### config.mk
export PLATFORM = sky130hd
export DESIGN_NAME = dmc_pick
export DESIGN_NICKNAME = d
export VERILOG_FILES = /design/src/design/dmc_pkg.sv /design/src/design/dmc_pick.sv
export SDC_FILE = /design/constraint.sdc
export NUM_CORES = 1
export LEC_CHECK = 0
export BUFFER_PORTS_ARGS = -buffer_cell sky130_fd_sc_hd__clkbuf_2
export CAP_MARGIN = 10
export CORE_AREA = 2 2 45 47
export DETAILED_ROUTE_END_ITERATION = 6
export DIE_AREA = 0 0 47 49
export GPL_TIMING_DRIVEN = 0
export PLACE_DENSITY = 0.7
export SYNTH_ARGS = -nofsm -noshare
export SYNTH_HDL_FRONTEND = slang
export SYNTH_SLANG_ARGS = --single-unit
### constraint.sdc
create_clock -name vclk -period 11.9
set_input_delay 1.19 -clock vclk [all_inputs]
set_output_delay 1.19 -clock vclk [all_outputs]
set_load 0.01 [all_outputs]
### src/design/dmc_pkg.sv
`default_nettype none

package dmc_pkg;

	localparam logic [1:0] ACT_START = 2'd0;
	localparam logic [1:0] ACT_CARVE = 2'd1;
	localparam logic [1:0] ACT_BACK  = 2'd2;
	localparam logic [1:0] ACT_IDLE  = 2'd3;

	localparam logic [1:0] DIR_NORTH = 2'd0;
	localparam logic [1:0] DIR_EAST  = 2'd1;
	localparam logic [1:0] DIR_SOUTH = 2'd2;
	localparam logic [1:0] DIR_WEST  = 2'd3;

	localparam logic OP_START = 1'b0;
	localparam logic OP_STEP  = 1'b1;

	localparam logic CFG_GRID_COLS = 1'b0;
	localparam logic CFG_GRID_ROWS = 1'b1;

	localparam logic [6:0] GRID_RESET = 7'd64;

	localparam logic [4:0] CELL_SEEN    = 5'b00001;
	localparam logic [4:0] CELL_NORTH   = 5'b00010;
	localparam logic [4:0] CELL_EAST    = 5'b00100;
	localparam logic [4:0] CELL_SOUTH   = 5'b01000;
	localparam logic [4:0] CELL_WEST    = 5'b10000;

	typedef struct packed {
		logic [6:0]  rows;
		logic [6:0]  cols;
		logic [13:0] total;
	} dmc_grid_t;

	typedef struct packed {
		logic clear;
		logic push;
		logic pop;
		logic rd;
	} dmc_stk_cmd_t;

	function automatic logic [4:0] own_wall(input logic [1:0] dir);
		unique case (dir)
			DIR_NORTH: own_wall = CELL_NORTH;
			DIR_EAST:  own_wall = CELL_EAST;
			DIR_SOUTH: own_wall = CELL_SOUTH;
			DIR_WEST:  own_wall = CELL_WEST;
			default:   own_wall = CELL_NORTH;
		endcase
	endfunction

	function automatic logic [4:0] far_wall(input logic [1:0] dir);
		unique case (dir)
			DIR_NORTH: far_wall = CELL_SOUTH;
			DIR_EAST:  far_wall = CELL_WEST;
			DIR_SOUTH: far_wall = CELL_NORTH;
			DIR_WEST:  far_wall = CELL_EAST;
			default:   far_wall = CELL_SOUTH;
		endcase
	endfunction

endpackage

`default_nettype wire

### src/design/dmc_pick.sv
`default_nettype none

module dmc_pick (
	input  wire logic [3:0]  open_mask,
	input  wire logic [15:0] random_value,
	output logic [1:0]       dir
);

	import dmc_pkg::*;

	logic [2:0] count;
	logic [5:0] nib_sum;
	logic [3:0] pair_sum;
	logic [1:0] mod3;
	logic [1:0] k;
	logic [2:0] seen;

	always_comb begin
		count = 3'(open_mask[0]) + 3'(open_mask[1]) + 3'(open_mask[2]) + 3'(open_mask[3]);

		// Sixteen and four are both one modulo three, so digit sums keep the residue.
		nib_sum = 6'(random_value[3:0]) + 6'(random_value[7:4])
			+ 6'(random_value[11:8]) + 6'(random_value[15:12]);
		pair_sum = 4'(nib_sum[1:0]) + 4'(nib_sum[3:2]) + 4'(nib_sum[5:4]);
		priority if (pair_sum >= 4'd6) begin
			mod3 = 2'(pair_sum - 4'd6);
		end else if (pair_sum >= 4'd3) begin
			mod3 = 2'(pair_sum - 4'd3);
		end else begin
			mod3 = pair_sum[1:0];
		end

		unique case (count)
			3'd2:    k = {1'b0, random_value[0]};
			3'd3:    k = mod3;
			3'd4:    k = random_value[1:0];
			default: k = 2'd0;
		endcase

		dir  = DIR_NORTH;
		seen = 3'd0;
		for (int d = 0; d < 4; d++) begin
			if (open_mask[d]) begin
				if (seen == {1'b0, k}) begin
					dir = 2'(d);
				end
				seen = seen + 3'd1;
			end
		end
	end

endmodule

`default_nettype wire

==> Word level (Yosys, flattened, before mapping) <==
Cells that the tools add are included.
{ "word_totals": {"ff_bits": 0, "latch_bits": 0, "ram_bits": 0, "mem_bits_ro": 0, "output_inout_bits": 2, "mem_count": 0} }
{ "op_classes": {"add_sub_neg": 12, "multipliers": 0, "n_div": 0, "n_lt_le_gt_ge": 2, "eq_ne": 6, "shifts": 0, "mux": 12, "bitwise": 0, "n_reduce_logical": 0} }
{ "ops": {"columns": ["op", "count"], "rows": [
  ["2-bit two-way mux", 6],
  ["3-bit by 2-bit == test with 1-bit output", 3],
  ["3-bit by 1-bit adder with 3-bit output (second input constant)", 2],
  ["5-bit by 4-bit adder with 6-bit output", 1],
  ["6-bit by 4-bit adder with 6-bit output", 1],
  ["3-bit by 2-bit == test with 1-bit output (second input constant)", 2],
  ["3-bit two-way mux", 2],
  ["2-bit case mux with 3 select lines", 1],
  ["4-bit by 4-bit adder with 5-bit output", 1],
  ["3-bit by 2-bit adder with 4-bit output", 1],
  ["4-bit by 2-bit greater-or-equal comparator with 1-bit output (second input constant)", 1],
  ["4-bit by 3-bit greater-or-equal comparator with 1-bit output (second input constant)", 1],
  ["2-bit subtractor (second input constant)", 2],
  ["2-bit by 1-bit adder with 3-bit output", 1],
  ["2-bit by 2-bit adder with 3-bit output", 1],
  ["3-bit by 1-bit adder with 3-bit output", 1],
  ["3-bit == test (second input constant)", 1],
  ["1-bit two-way mux", 3],
  ["1-bit by 1-bit adder with 2-bit output", 1]
]} }

==> Longest topological paths before layout <==
{ "logic_depth": {"word_depth": 16, "depth_mapped": 21, "mapped_depth_nobuf": 21} }

==> Least setup slack after synthesis <==
Ideal clock, no wire load.
{ "synth_path": {"path_kind": "input-to-output", "from": "input port random_value[1]", "to": "output port dir[1]", "arrival_time_ns": 5.402, "required_time_ns": 10.710, "path_slack_ns": 5.308, "path_stages": 20, "cell_sequence": "inv_1 fa_1 inv_1 fa_1 ha_1 inv_1 fa_1 inv_1 a21o_1 a21oi_1 fa_1 inv_1 ha_1 ha_1 nand2b_4 mux2_4 or3_1 nand4_2 nand4_1 a32oi_1"} }
{ "synth_via": {"elab_chain_len": 14} }
{ "synth_rtl": {"columns": ["item", "line_no", "source"], "rows": [
  ["start: declaration", "dmc_pick.sv:5", "input wire logic [15:0] random_value,"],
  ["4-bit by 4-bit adder with 5-bit output", "dmc_pick.sv:22", "nib_sum = 6'(random_value[3:0]) + 6'(random_value[7:4])"],
  ["5-bit by 4-bit adder with 6-bit output", "dmc_pick.sv:23", "+ 6'(random_value[11:8]) + 6'(random_value[15:12]);"],
  ["6-bit by 4-bit adder with 6-bit output", "dmc_pick.sv:23", null],
  ["2-bit by 2-bit adder with 3-bit output", "dmc_pick.sv:24", "pair_sum = 4'(nib_sum[1:0]) + 4'(nib_sum[3:2]) + 4'(nib_sum[5:4]);"],
  ["3-bit by 2-bit adder with 4-bit output", "dmc_pick.sv:24", null],
  ["4-bit by 2-bit greater-or-equal comparator with 1-bit output or 2-bit subtractor (tied branches)", "dmc_pick.sv:27, dmc_pick.sv:28", null],
  ["2-bit two-way mux", "dmc_pick.sv:27", "end else if (pair_sum >= 4'd3) begin"],
  ["2-bit two-way mux", "dmc_pick.sv:25", "priority if (pair_sum >= 4'd6) begin"],
  ["2-bit case mux with 3 select lines (*)", "dmc_pick.sv:33", "unique case (count)"],
  ["3-bit by 2-bit == test with 1-bit output", "dmc_pick.sv:44", "if (seen == {1'b0, k}) begin"],
  ["2-bit two-way mux", "dmc_pick.sv:44", null],
  ["2-bit two-way mux", "dmc_pick.sv:43", "if (open_mask[d]) begin"],
  ["2-bit two-way mux", "dmc_pick.sv:44", null],
  ["2-bit two-way mux (*)", "dmc_pick.sv:43", null],
  ["end: declaration", "dmc_pick.sv:6", "output logic [1:0] dir"]
]} }
Every way passes the cells marked *; elsewhere a longest branch is shown, timed or not.

==> Worst setup path after layout <==
Same ends and word-level chain as after synthesis.

==> results.sh <==
export IMPL_cts_hold_fix_buffers=0
export IMPL_status="finished clean"
export IMPL_startpoint_type="input port"
export IMPL_antenna_found_initial=0
export IMPL_ios=22
export IMPL_final_setup_tns_ps=0
export IMPL_yosysUniqueCellTypes=30
export IMPL_track_usage=0.152
export IMPL_crit_top_cell="inv_1"
export IMPL_dp_hpwl_mm=1.39
export IMPL_peakVddDrop_mv=0.151
export IMPL_endpoint_kind="primary output"
export IMPL_portBuffers=22
export IMPL_num_fill_cells=191
export IMPL_chipHeight_microns=49
export IMPL_place_area_sq_um=983
export IMPL_powerDensity_nw_per_um2=242
export IMPL_rsz0062_at_grt="false"
export IMPL_slowest_delay_ps=530
export IMPL_avgSynthCellArea_sq_um=8.40
export IMPL_syn_area_sq_um=840
export IMPL_slew_limit_headroom=0.827
export IMPL_layout_common_cells="inv_1 (29), clkbuf_2 (22), ha_1 (14)"
export IMPL_drv_cap=0
export IMPL_drt_wl_total_mm=1.50
export IMPL_design_area_sq_um=983
export IMPL_max_freq_ghz=0.144
export IMPL_path_cells="clkbuf_2 -> inv_1 -> fa_1 -> inv_1 -> fa_1 -> ha_1 -> inv_1 -> fa_1 -> inv_1 -> a21o_1 -> a21oi_1 -> fa_1 -> inv_1 -> ha_1 -> ha_1 -> nand2b_4 -> mux2_4 -> or3_1 -> nand4_2 -> nand4_1 -> a32oi_1 -> clkbuf_2"
export IMPL_gp_congestion=0.795
export IMPL_grt_pass1_vias=736
export IMPL_overflow=0
export IMPL_seq_area_sq_um=0
export IMPL_antenna_left=0
export IMPL_wire_per_inst_microns=10.0
export IMPL_slew_viol_final=0
export IMPL_antenna_cells=0
export IMPL_grt_start_max_net_pins=10
export IMPL_grt_pass1_wl_mm=2.75
export IMPL_areaGrowthSynthToFinish_pct=17.1
export IMPL_vias=748
export IMPL_finalHoldViolCount=0
export IMPL_drcViolationCount=0
export IMPL_die_w_microns=47
export IMPL_crit_required_ps=10710
export IMPL_post_cts_buffers=0
export IMPL_hp_class="in2out"
export IMPL_cp_slowest_cell="fa_1"
export IMPL_syn_num_nets=145
export IMPL_drive_above_1_share=0.221
export IMPL_final_common_cell="inv_1"
export IMPL_core_area_sq_um=1840
export IMPL_ys_seq_area_frac=0
export IMPL_drt_pass1_iter_count=3
export IMPL_initial_core_util=0.456
export IMPL_yosysWarningCount=0
export IMPL_arrival_ps=5780
export IMPL_period_minus_slack_ps=6970
export IMPL_final_clkbuf_count=0
export IMPL_hp_start="open_mask[1]"
export IMPL_critical_path_max_fanout=6
export IMPL_leakagePower_nw=0.542
export IMPL_drt_initial_drc_count=3
export IMPL_startpoint="random_value[1]"
export IMPL_rows=16
export IMPL_critPathKind="in2out"
export IMPL_die_area_sq_um=2300
export IMPL_cts_resized_gates=0
export IMPL_synthCells=100
export IMPL_viasPerCell=5.02
export IMPL_path_buf_inv=7
export IMPL_seq_cell_count=0
export IMPL_tightest_slew_ps=258
export IMPL_nNetsFinal=169
export IMPL_report_final_setup_viol=0
export IMPL_critPathTopFamily="adder cells"
export IMPL_fin_crit_sh=0.585
==> Yosys cell counts <==
cell type	number	area (sq um)
a32oi_1	2	17.5
buf_2	1	5.00
nand2b_4	1	13.8
nand4bb_1	1	11.3
inv_1	29	109
o221ai_1	2	17.5
o211ai_1	3	22.5
nand4_2	1	12.5
o31a_1	1	8.76
or2_2	1	6.26
nor2_1	4	15.0
nand3b_1	2	15.0
a31oi_1	2	12.5
and2_1	1	6.26
fa_1	11	220
xor2_1	4	35.0
xnor2_1	1	8.76
nand2_1	1	3.75
o21ai_1	2	10.0
and4_1	1	8.76
o2111ai_1	2	17.5
a21o_1	2	15.0
nor3_1	1	5.00
nand4_1	2	12.5
and3_1	1	6.26
a21oi_1	4	20.0
ha_1	14	175
o21a_1	1	7.51
mux2_4	1	15.0
or3_1	1	6.26
==> stage by stage <==
step           setup slack, ps  hold WS [ps]   util  total power, mW  cells
2_1_floorplan             5310          2510      -            0.192    100
3_3_place_gp              5000          2750  0.534            0.229    149
3_5_place_dp              4950          2770  0.534            0.236    149
4_1_cts                   4930          2770  0.534            0.240    149
5_1_grt                   4680          2800  0.534            0.275    149
6_report                  4930          2760  0.534            0.238    149
==> where the power goes <==
part,internal [mW],total (mW),switching [mW]
registers,0,0,0
clock network,0,0,0
logic,0.112,0.238,0.126
total,0.112,0.238,0.126
==> tightest hold or removal path, stage by stage <==
cell	delay (ps)
clkbuf_2	120
nand4_1	80
a32oi_1	60
clkbuf_2	120
==> cells by family (layout without fill, tap and decap cells) <==
kind of cell	count (synthesis)	after routing	synth area share
AO/OA/AOI/OAI	21	21	0.177
buffers and inverters	30	52	0.136
XOR/XNOR	5	5	0.0522
multiplexers	1	1	0.0179
adder cells (fa/ha/maj)	25	25	0.471
AND/OR/NAND/NOR	18	18	0.146
==> cell type report <==
cell class	count	area (sq um)	share of cell area
timing repair buffer	22	110	0.112
buffer	1	5.00	0.00509
inverter	29	109	0.111
tap	27	33.8	0.0344
multi-input combinational	70	726	0.738
==> per-layer routing <==
layer	wire length (microns)	track usage
met3	28	0
met1	667	0.194
met5	0	0
met4	0	0.00463
met2	802	0.288
==> final timing paths <==
check / end / cells after the start
max: dir[1] / 22
min: dir[0] / 4
No activity file was read; power rests on OpenSTA's default activity.
